`src/hdl/thermistor_adc_temperature_macros.svh`:
```
// Assertion macros used by the thad_ctrl module of the thermistor temperature block.
`ifndef THERMISTOR_ADC_TEMPERATURE_MACROS_SVH
`define THERMISTOR_ADC_TEMPERATURE_MACROS_SVH

// A property that holds at every clock edge out of reset.
`define THAD_ASSERT_HOLD(lbl, prop, msg) \
    lbl: assert property (@(posedge aclk) disable iff (!aresetn) (prop)) else $error(msg);

// A condition that must be followed by another in the next cycle.
`define THAD_ASSERT_NEXT(lbl, ante, cons, msg) \
    lbl: assert property (@(posedge aclk) disable iff (!aresetn) (ante) |=> (cons)) else $error(msg);

`endif

```
`src/hdl/thad_pkg.sv`:
```
package thad_pkg;

    localparam logic [7:0]  SAMPLES_PER_SOURCE = 8'd20;
    localparam logic [35:0] RES_MAX    = 36'hF_FFFF_FFFF;
    localparam logic [25:0] TEMP_MAX   = 26'h3FF_FFFF;
    localparam logic [39:0] LN2_Q30    = 40'd744261118;
    localparam logic [19:0] REF_RESET  = 20'd64900;
    localparam logic [63:0] D_SMALL    = 64'h0000_0040_0000_0000;
    localparam logic [6:0]  RDIV_STEPS = 7'd44;
    localparam logic [6:0]  TDIV_STEPS = 7'd26;
    localparam logic [4:0]  SQ_LAST    = 5'd23;

    typedef enum logic [1:0] {
        CFG_REF = 2'd0,
        CFG_A   = 2'd1,
        CFG_B   = 2'd2,
        CFG_C   = 2'd3
    } cfg_idx_t;

    typedef enum logic [1:0] {
        SH_0  = 2'd0,
        SH_24 = 2'd1,
        SH_30 = 2'd2
    } sh_t;

    typedef enum logic [4:0] {
        OP_NONE, OP_ACCEPT, OP_CHECK, OP_RMUL, OP_RDIV, OP_RSAT, OP_NORM,
        OP_SQLOAD, OP_SQ, OP_LN, OP_L2, OP_L3, OP_BL, OP_CL, OP_SUM,
        OP_TDIV, OP_TSTORE, OP_OUT
    } op_t;

    typedef enum logic [4:0] {
        ST_IDLE, ST_CHECK, ST_RMUL, ST_RMUL_W, ST_RDIV, ST_RDIV_W, ST_RSAT,
        ST_NORM, ST_SQLOAD, ST_SQ, ST_LN, ST_LN_W, ST_L2, ST_L2_W, ST_L3,
        ST_L3_W, ST_BL, ST_BL_W, ST_CL, ST_CL_W, ST_SUM, ST_TDIV, ST_TDIV_W,
        ST_TSTORE, ST_OUT
    } state_t;

    typedef struct packed {
        op_t op;
    } cmd_t;

    typedef struct packed {
        logic skip;
        logic mul_busy;
        logic div_busy;
        logic r_zero;
        logic norm_done;
        logic sq_last;
        logic d_done;
        logic out_free;
    } sts_t;

    function automatic logic [63:0] mag64(input logic [63:0] v);
        mag64 = v[63] ? (~v + 64'd1) : v;
    endfunction

    function automatic logic [47:0] mag48(input logic [47:0] v);
        mag48 = v[47] ? (~v + 48'd1) : v;
    endfunction

endpackage

```
`src/hdl/thad_ctrl.sv`:
```
`include "thermistor_adc_temperature_macros.svh"

module thad_ctrl (
    input  logic            aclk,
    input  logic            aresetn,
    input  logic            s_tvalid,
    output logic            s_tready,
    input  thad_pkg::sts_t  sts,
    output thad_pkg::cmd_t  cmd
);

    thad_pkg::state_t state_reg, state_next;

    always_ff @(posedge aclk) begin
        if (!aresetn) begin
            state_reg <= thad_pkg::ST_IDLE;
        end else begin
            state_reg <= state_next;
        end
    end

    always_comb begin
        state_next = state_reg;
        unique case (state_reg)
            thad_pkg::ST_IDLE:   if (s_tvalid) state_next = thad_pkg::ST_CHECK;
            thad_pkg::ST_CHECK: begin
                state_next = sts.skip ? thad_pkg::ST_OUT : thad_pkg::ST_RMUL;
            end
            thad_pkg::ST_RMUL:   state_next = thad_pkg::ST_RMUL_W;
            thad_pkg::ST_RMUL_W: if (!sts.mul_busy) state_next = thad_pkg::ST_RDIV;
            thad_pkg::ST_RDIV:   state_next = thad_pkg::ST_RDIV_W;
            thad_pkg::ST_RDIV_W: if (!sts.div_busy) state_next = thad_pkg::ST_RSAT;
            thad_pkg::ST_RSAT: begin
                state_next = sts.r_zero ? thad_pkg::ST_OUT : thad_pkg::ST_NORM;
            end
            thad_pkg::ST_NORM:   if (sts.norm_done) state_next = thad_pkg::ST_SQLOAD;
            thad_pkg::ST_SQLOAD: state_next = thad_pkg::ST_SQ;
            thad_pkg::ST_SQ:     if (sts.sq_last) state_next = thad_pkg::ST_LN;
            thad_pkg::ST_LN:     state_next = thad_pkg::ST_LN_W;
            thad_pkg::ST_LN_W:   if (!sts.mul_busy) state_next = thad_pkg::ST_L2;
            thad_pkg::ST_L2:     state_next = thad_pkg::ST_L2_W;
            thad_pkg::ST_L2_W:   if (!sts.mul_busy) state_next = thad_pkg::ST_L3;
            thad_pkg::ST_L3:     state_next = thad_pkg::ST_L3_W;
            thad_pkg::ST_L3_W:   if (!sts.mul_busy) state_next = thad_pkg::ST_BL;
            thad_pkg::ST_BL:     state_next = thad_pkg::ST_BL_W;
            thad_pkg::ST_BL_W:   if (!sts.mul_busy) state_next = thad_pkg::ST_CL;
            thad_pkg::ST_CL:     state_next = thad_pkg::ST_CL_W;
            thad_pkg::ST_CL_W:   if (!sts.mul_busy) state_next = thad_pkg::ST_SUM;
            thad_pkg::ST_SUM: begin
                state_next = sts.d_done ? thad_pkg::ST_OUT : thad_pkg::ST_TDIV;
            end
            thad_pkg::ST_TDIV:   state_next = thad_pkg::ST_TDIV_W;
            thad_pkg::ST_TDIV_W: if (!sts.div_busy) state_next = thad_pkg::ST_TSTORE;
            thad_pkg::ST_TSTORE: state_next = thad_pkg::ST_OUT;
            thad_pkg::ST_OUT:    if (sts.out_free) state_next = thad_pkg::ST_IDLE;
            default:             state_next = thad_pkg::ST_IDLE;
        endcase
    end

    always_comb begin
        cmd.op   = thad_pkg::OP_NONE;
        s_tready = 1'b0;
        unique case (state_reg)
            thad_pkg::ST_IDLE: begin
                s_tready = 1'b1;
                if (s_tvalid) cmd.op = thad_pkg::OP_ACCEPT;
            end
            thad_pkg::ST_CHECK:  cmd.op = thad_pkg::OP_CHECK;
            thad_pkg::ST_RMUL:   cmd.op = thad_pkg::OP_RMUL;
            thad_pkg::ST_RDIV:   cmd.op = thad_pkg::OP_RDIV;
            thad_pkg::ST_RSAT:   cmd.op = thad_pkg::OP_RSAT;
            thad_pkg::ST_NORM:   cmd.op = thad_pkg::OP_NORM;
            thad_pkg::ST_SQLOAD: cmd.op = thad_pkg::OP_SQLOAD;
            thad_pkg::ST_SQ:     cmd.op = thad_pkg::OP_SQ;
            thad_pkg::ST_LN:     cmd.op = thad_pkg::OP_LN;
            thad_pkg::ST_L2:     cmd.op = thad_pkg::OP_L2;
            thad_pkg::ST_L3:     cmd.op = thad_pkg::OP_L3;
            thad_pkg::ST_BL:     cmd.op = thad_pkg::OP_BL;
            thad_pkg::ST_CL:     cmd.op = thad_pkg::OP_CL;
            thad_pkg::ST_SUM:    cmd.op = thad_pkg::OP_SUM;
            thad_pkg::ST_TDIV:   cmd.op = thad_pkg::OP_TDIV;
            thad_pkg::ST_TSTORE: cmd.op = thad_pkg::OP_TSTORE;
            thad_pkg::ST_OUT:    if (sts.out_free) cmd.op = thad_pkg::OP_OUT;
            default:             cmd.op = thad_pkg::OP_NONE;
        endcase
    end

    `THAD_ASSERT_HOLD(a_accept_valid, (cmd.op != thad_pkg::OP_ACCEPT) || s_tvalid, "accept without beat")
    `THAD_ASSERT_NEXT(a_accept_check, s_tvalid && s_tready, state_reg == thad_pkg::ST_CHECK, "no check after beat")
    `THAD_ASSERT_NEXT(a_mul_start, cmd.op == thad_pkg::OP_RMUL || cmd.op == thad_pkg::OP_LN, sts.mul_busy, "multiplier did not start")
    `THAD_ASSERT_NEXT(a_div_start, cmd.op == thad_pkg::OP_RDIV || cmd.op == thad_pkg::OP_TDIV, sts.div_busy, "divider did not start")

endmodule
```
`config.mk`:
```
export PLATFORM = sky130hd
export DESIGN_NAME = thad_ctrl
export DESIGN_NICKNAME = d
export VERILOG_FILES = /design/src/hdl/thad_pkg.sv /design/src/hdl/thad_ctrl.sv
export VERILOG_INCLUDE_DIRS = /design/src /design/src/hdl
export SDC_FILE = /design/constraint.sdc
export NUM_CORES = 1
export LEC_CHECK = 0
export ABC_AREA = 1
export BUFFER_PORTS_ARGS = -buffer_cell sky130_fd_sc_hd__buf_2
export CAP_MARGIN = 20
export CORE_MARGIN = 3
export CORE_UTILIZATION = 34
export CTS_BUF_LIST = sky130_fd_sc_hd__clkbuf_8
export DETAILED_ROUTE_END_ITERATION = 6
export GPL_TIMING_DRIVEN = 0
export PLACE_DENSITY_LB_ADDON = 0.05
export SYNTH_ARGS = -nofsm -noshare
export SYNTH_HDL_FRONTEND = slang
export SYNTH_SLANG_ARGS = --single-unit
```
`constraint.sdc`:
```
create_clock -name aclk -period 4 [get_ports aclk]
set_input_delay 0.6 -clock aclk [delete_from_list [all_inputs] [get_ports aclk]]
set_output_delay 0.6 -clock aclk [all_outputs]
set_load 0.02 [all_outputs]
```
==> run summary, run 1 <==
Worst Path Arrival: 1670 ps
Routed vias/inst: 5.23
Leakage: 0.568 nW
Area grow syn2layout: 19.4%
Most frequent cells in the layout: 49 x nand2_1, 23 x nor2_1, 17 x nand3_1, 17 x buf_2, 16 x inv_1
Slew Limit Fails: 0
Outcome: complete, no violations
Syn Nets: 168
Crit. End Element: primary output
Critical path type: reg -> out
H-tree levels: 1
Largest net degree at the start of global routing: 11
VDD IR-drop max: 0.000231 V
Endpoints failing hold: 0
Worst-margin pin slew: 374 ps
Antenna cells: 0
Top Ports: 17
CTS Root Cell: clkbuf_8
RSZ-0062 raised after global routing: no
Final wirelength: 2.54 mm
Initial antenna violation count: 0
Most used DFF post-synth: dfxtp_1
Max_slew headroom: 74.8%
Flops & latches, synth: 5
Wire per inst: 12.4 um
Drt first pass iters: 4
Fin Setup TNS: 0 ps
First-pass GRT wire length: 4.32 mm
GPL Wtd Cong: 0.895
Pwr Total: 0.643 mW
Routed Antenna Nets: 0
Distinct cells, synth: 23
CTS max path bufs: 2
Clock sinks: 5
Sequential-to-total area share from yosys stat: 12.1%
# resized after CTS: 0
# hold bufs at CTS: 0
Floorplan row count: 17
Mapped cell area: 826 um2
Vias: 1073
Die Height: 55.3 um
Max FFs per register: 5
Leading cell type in the layout, fill and taps excluded: nand2_1
Clk Latency, worst-skew pair: 220 ps
Asr flop ratio synth: 0%
# Max-Cap Violations: 0
Initial DRC Count: 69
Min Tclk post-route: 2270 ps
CP startpoint: state_reg[2]
TritonCTS clock tree: built
Clock skew: 2.83 ps
Total CTS buffers: 3
Synth Instances: 157
Clk slew on worst S/H paths: 40 ps
Share of post-route cells with drive strength above 1: 24.9%
EDFF count, synth: 0
Syn_area_per_cell: 5.26 um2
Core Area: 2250 um2
Final Util: 43.7%
Worst-path fanout max: 6
Hold_ws: 649 ps
Number of global-route vias before repair: 1008
Post-CTS setup buffer count: 0
GRT overflow: 0
Die width: 55.3 um
Buffers on Ports: 16
Overall Global Routing Usage: 17.2%
Required @ worst endpoint: 3400 ps
Hold Startpoint: aresetn
Initial Util: 36.6%
Achievable Freq: 0.440 GHz
Residual DRC count: 0
PwrDens: 652 nW/um2
Reg-to-Reg Start: state_reg[1]
HP Class: in -> reg
Fin crit share: 56.8%
DP Wirelength: 2.07 mm
Nets@finish: 189
Die area: 3060 um2
Warnings, synthesis: 0
Startpoint Class: register
Final setup viols: 0
## metrics by stage
stage / setup WS [ps] / instances / cell area [um2]
floorplan: 2210 / 157 / 826
global placement: 1920 / 201 / 941
detailed placement: 1960 / 201 / 941
CTS: 1710 / 205 / 986
global route: 1610 / 205 / 986
finish: 1730 / 205 / 986
## layout make-up
class	instances	area (um2)
Fill cell	275	1270
Multi-Input combinational cell	128	634
Tap cell	28	35.0
Clock inverter	1	3.75
Timing Repair Buffer	16	80.1
Sequential cell	5	100
Clock buffer	3	41.3
Buffer	1	5.00
Inverter	23	86.3
## cell families after synthesis
| kind of cell | count (synthesis) | share of synthesized area [%] |
|---|---|---|
| compound gates | 11 | 8.49 |
| buf+inv | 24 | 11.1 |
| flops | 5 | 12.1 |
| simple gates | 117 | 68.3 |
## critical path, stage by stage (launching register included)
cell	delay (ps)
dfxtp_1	500
inv_2	110
nand2_2	160
nor3_1	80
a22oi_1	250
o2111ai_1	170
buf_2	190
## power breakdown
group / switching (mW) / total [mW] / internal, mW / leakage (nW)
registers: 0.0372 / 0.105 / 0.0675 / 0.0414
clock network: 0.0246 / 0.0903 / 0.0658 / 0.0269
logic: 0.305 / 0.448 / 0.143 / 0.500
total: 0.367 / 0.643 / 0.276 / 0.568
## worst paths after layout
check	endpoint	slack (ps)	cells past startpoint
max	cmd[1]	1730	6
min	state_reg[1]	650	3
max reg2reg	state_reg[4]	2370	10
min reg2reg	state_reg[1]	700	4
## synthesized netlist by cell type, drive strengths merged (2+ instances only)
master | number | share of area [%]
dfxtp | 5 | 12
inv | 23 | 10
nor2 | 34 | 21
a21oi | 4 | 2.4
nand4 | 8 | 6.1
o21ai | 2 | 1.2
nand3 | 20 | 15
o2111ai | 2 | 2.1
nand2 | 51 | 24
## per-layer routing
layer  wire [um]  global-route usage (%)
met3         268                    4.21
met2        1160                    26.9
met5           0                       0
met4          23                    4.86
met1        1090                    23.4
Note: power is estimated with default switching activity, not from simulation.
==> run 2: changes to the inputs <==
clock period = 2.1 ns   (was 4 ns; I/O delays follow)
==> run summary, run 2 (same netlist as run 1, synthesis figures left out) <==
Vias: 1071 (-0.19%)
Critical path cell sequence: inv_2 > nand2_2 > nor3_1 > a22oi_1 > o2111ai_1 > buf_2
Share of post-route cells with drive strength above 1: 25.4% (+0.56 points)
Routed vias/inst: 5.22 (-0.19%)
Drt first pass iters: 4 (unchanged)
Crit. End Element: primary output
Critical path type: reg -> out
Startpoint Class: register
Layout Cells excl Fill: 205 (unchanged)
First-pass GRT wire length: 4.32 mm (unchanged)
Clk Latency, worst-skew pair: 220 ps (about the same)
Initial Util: 36.6% (unchanged)
DP Wirelength: 2.07 mm (unchanged)
Max_slew headroom: 75.1% (+0.22 points)
Post-CTS setup buffer count: 0 (unchanged)
Pwr Total: 1.23 mW (+91%)
Overall Global Routing Usage: 17.2% (unchanged)
Wire per inst: 12.4 um (-0.16%)
Nets@finish: 189 (unchanged)
HP Class: in -> reg
Hold Startpoint: aresetn
Worst R2R Setup Slack: 470 ps (-1900 ps)
Fillers: 273 (-0.73%)
Achievable Freq: 0.502 GHz
RSZ-0062 raised after global routing: no
Required @ worst endpoint: 1780 ps (-1620 ps)
Worst-path fanout max: 6 (unchanged)
Clock sinks: 5 (unchanged)
Clk slew on worst S/H paths: 40 ps (about the same)
Worst-margin pin slew: 373 ps (-1.23 ps)
Initial antenna violation count: 0 (unchanged)
Final wirelength: 2.54 mm (-0.16%)
# resized after CTS: 0 (unchanged)
Number of global-route vias before repair: 1008 (unchanged)
End of the critical path: cmd[1]
Post-Place Cell Area: 941 um2 (unchanged)
Residual DRC count: 0 (unchanged)
Worst Path Arrival: 1680 ps (about the same)
Top Ports: 17 (unchanged)
Leading cell type in the layout, fill and taps excluded: nand2_1
CTS max path bufs: 2 (unchanged)
Initial DRC Count: 68 (-1.4%)
Reg2Reg Capture Point: state_reg[4]
CP startpoint: state_reg[2]
Buffers on Ports: 16 (unchanged)
GRT overflow: 0 (unchanged)
Fin Setup TNS: 0 ps (unchanged)
Design area: 992 um2 (+0.63%)
Die area: 3060 um2 (unchanged)
Placed cell count: 201 (unchanged)
Most frequent cells in the layout: 49 x nand2_1, 23 x nor2_1, 17 x nand3_1, 17 x buf_2, 16 x inv_1
Die Height: 55.3 um (unchanged)
Min Tclk post-route: 1990 ps
Routed Antenna Nets: 0 (unchanged)
Antenna cells: 0 (unchanged)
Core Area: 2250 um2 (unchanged)
Slew Limit Fails: 0 (unchanged)
PwrDens: 1240 nW/um2 (+90%)
Largest net degree at the start of global routing: 11 (unchanged)
Area grow syn2layout: 20.2%
CTS Root Cell: clkbuf_8
Leakage: 0.569 nW (about the same)
Reg-to-Reg Start: state_reg[1]
H-tree levels: 1 (unchanged)
Total CTS buffers: 3 (unchanged)
Die width: 55.3 um (unchanged)
# hold bufs at CTS: 0 (unchanged)
# Max-Cap Violations: 0 (unchanged)
Floorplan row count: 17 (unchanged)
Critical-path top delay cell: dfxtp_1
GPL Wtd Cong: 0.895 (unchanged)
Outcome: complete, no violations
Endpoints failing hold: 0 (unchanged)
Final setup viols: 0 (unchanged)
VDD IR-drop max: 0.000440 V (+90%)
Max FFs per register: 5 (unchanged)
TritonCTS clock tree: built
Clock skew: 2.77 ps (-0.0656 ps)
CP peak stage delay: 490 ps (about the same)
Fin crit share: 94.9%
Worst Reg-to-Reg Cells: 10 (unchanged)
run 2: cell counts in the layout (fill, tap and decap cells not counted):
No cell type changed its count.
run 2: metal layers:
layer / vias up / GRT usage [%] / wire, um
li1: 554 / - / -
met1: 447 / 23.4 / 1120
met2: 66 / 26.9 / 1120
met3: 4 / 4.21 / 261
met4: 0 / 4.86 / 39
met5: - / 0 / 0
run 2: how the worst min path moves through the flow:
| stage | end | cells past startpoint | slack (ps) |
|---|---|---|---|
| after global routing | state_reg[0] | 3 | 370 |
| final | state_reg[1] | 3 | 360 |
| after floorplan | state_reg[1] | 2 | 440 |
| after global placement | state_reg[0] | 3 | 590 |
| after detailed placement | state_reg[0] | 3 | 590 |
| after CTS | state_reg[1] | 3 | 360 |
run 2: layout make-up:
class                   instances  area [um2]  share of cell area, %
multi-input cells             128         641                   64.6
plain buffers                   1        5.00                  0.504
well taps                      28        35.0                   3.53
repair buffers                 16        80.1                   8.07
clock inverters                 1        3.75                  0.378
clock buffers                   3        41.3                   4.16
inverters                      23        86.3                   8.70
flip-flops and latches          5         100                   10.1
run 2: worst max-delay path, delay by kind of cell, from the launching register on:
kind                   cells  cell delay (ps)
AOI/OAI and AO/OA          2              420
and+or+nand+nor            2              250
DFF                        1              490
buffers and inverters      2              300
run 2: power breakdown:
| group | total [mW] | internal, mW | switching, mW |
|---|---|---|---|
| combinational | 0.858 | 0.272 | 0.586 |
| clock | 0.172 | 0.125 | 0.0467 |
| sequential | 0.200 | 0.129 | 0.0715 |
run 2: per-stage QoR:
stage / hold WS [ps] / utilization, % / setup WS [ps]
2_1_floorplan: 436 / - / 591
3_3_place_gp: 590 / 41.7 / 301
3_5_place_dp: 593 / 41.7 / 347
4_1_cts: 360 / 43.7 / 97.9
5_1_grt: 369 / 44.0 / 13.6
6_report: 364 / 44.0 / 107
==> run 3: changes to the inputs <==
clock period = 2 ns   (was 2.1 ns; I/O delays follow)
==> run summary, run 3 (same netlist as run 1, synthesis figures left out) <==
Antenna cells: 0 (unchanged)
Endpoints failing hold: 0 (unchanged)
Initial Util: 36.6% (unchanged)
Nets@finish: 189 (unchanged)
# hold bufs at CTS: 0 (unchanged)
HP Class: in -> reg
Clock sinks: 5 (unchanged)
Worst Path Arrival: 1560 ps (-120 ps)
Top Ports: 17 (unchanged)
H-tree levels: 1 (unchanged)
GPL Wtd Cong: 0.895 (unchanged)
Clk Latency, worst-skew pair: 220 ps (about the same)
CTS Root Cell: clkbuf_8
Max FFs per register: 5 (unchanged)
Pwr Total: 1.31 mW (+6.2%)
Critical path type: reg -> out
Die area: 3060 um2 (unchanged)
Worst-path fanout max: 6 (unchanged)
GRT overflow: 0 (unchanged)
Max_slew headroom: 79.5% (+4.5 points)
Overall Global Routing Usage: 17.2% (unchanged)
Startpoint Class: register
Critical-path top delay cell: dfxtp_2
Floorplan row count: 17 (unchanged)
CP peak stage delay: 410 ps (-80 ps)
Initial DRC Count: 67 (-1.5%)
Post-CTS setup buffer count: 0 (unchanged)
Area grow syn2layout: 21.4%
Total CTS buffers: 3 (unchanged)
Final wirelength: 2.54 mm (-0.12%)
Worst-margin pin slew: 306 ps (-67.0 ps)
Most frequent cells in the layout: 49 x nand2_1, 22 x nor2_1, 17 x nand3_1
Residual DRC count: 0 (unchanged)
DP Wirelength: 2.07 mm (unchanged)
# Max-Cap Violations: 0 (unchanged)
Crit path max-delay family: compound AO/OA/AOI/OAI gates
VDD IR-drop max: 0.000465 V (+5.8%)
Die Height: 55.3 um (unchanged)
Die width: 55.3 um (unchanged)
Initial antenna violation count: 0 (unchanged)
Outcome: complete, no violations
TritonCTS clock tree: built
Routed vias/inst: 5.23 (+0.19%)
Min Tclk post-route: 1860 ps
CP Buf/Inv Count: 2 (unchanged)
First-pass GRT wire length: 4.32 mm (unchanged)
Number of global-route vias before repair: 1008 (unchanged)
Required @ worst endpoint: 1700 ps (-80 ps)
Slew Limit Fails: 0 (unchanged)
Crit. End Element: primary output
Buffers on Ports: 16 (unchanged)
Hold_ws: 342 ps (-22.3 ps)
Critical path cell sequence: inv_2 > nand2_2 > nor3_1 > a22oi_1 > o2111ai_1 > buf_2
CTS max path bufs: 2 (unchanged)
Vias: 1073 (+0.19%)
Leakage: 0.570 nW (+0.17%)
RSZ-0062 raised after global routing: no
Clk slew on worst S/H paths: 40 ps (about the same)
Fin Setup TNS: 0 ps (unchanged)
Wire per inst: 12.4 um (-0.12%)
Fin crit share: 93.0%
Design area: 1000 um2 (+1.0%)
Routed Antenna Nets: 0 (unchanged)
Post-Place Cell Area: 941 um2 (unchanged)
Final setup viols: 0 (unchanged)
Largest net degree at the start of global routing: 11 (unchanged)
Share of post-route cells with drive strength above 1: 28.2% (+2.8 points)
Core Area: 2250 um2 (unchanged)
Drt first pass iters: 4 (unchanged)
# resized after CTS: 0 (unchanged)
Leading cell type in the layout, fill and taps excluded: nand2_1
Clock skew: 2.78 ps (+0.0105 ps)
Achievable Freq: 0.538 GHz
PwrDens: 1300 nW/um2 (+5.1%)
[run 3: report_power, final]
part | switching (mW) | total, mW | leakage, nW | internal, mW
clock | 0.0491 | 0.181 | 0.0269 | 0.132
sequential | 0.0769 | 0.218 | 0.0428 | 0.141
combinational | 0.617 | 0.908 | 0.500 | 0.290
[run 3: stage by stage]
step | util, % | std cells | setup WS [ps]
after global placement | 41.7 | 201 | 216
after CTS | 43.7 | 205 | 12.9
after floorplan | - | 157 | 506
after global routing | 44.5 | 205 | 51.3
after detailed placement | 41.7 | 201 | 262
final | 44.5 | 205 | 140
[run 3: worst min-delay path: stages]
cell and delay, ps:
buf_2 130, nand2_1 70, nor2_1 30
[run 3: routing by layer]
metal  GRT usage (%)  part of all wire [%]  vias up
met5               0                     0        -
met4            4.86                   1.5        0
met3            4.21                   9.7        4
met2            26.9                    44       67
met1            23.4                    44      449
li1                -                     -      553
[run 3: final timing paths]
check	start	end	slack, ps	cells past startpoint
min	aresetn	state_reg[1]	340	3
max	state_reg[2]	cmd[1]	140	6
min reg2reg	state_reg[1]	state_reg[1]	630	4
max reg2reg	state_reg[0]	state_reg[0]	480	10
[run 3: layout make-up]
cell class	instances	area, um2
Fill cell	270	1250
Multi-Input combinational cell	128	643
Sequential cell	5	105
Inverter	23	86.3
Timing Repair Buffer	16	80.1
Clock buffer	3	41.3
Tap cell	28	35.0
Buffer	1	7.51
Clock inverter	1	3.75
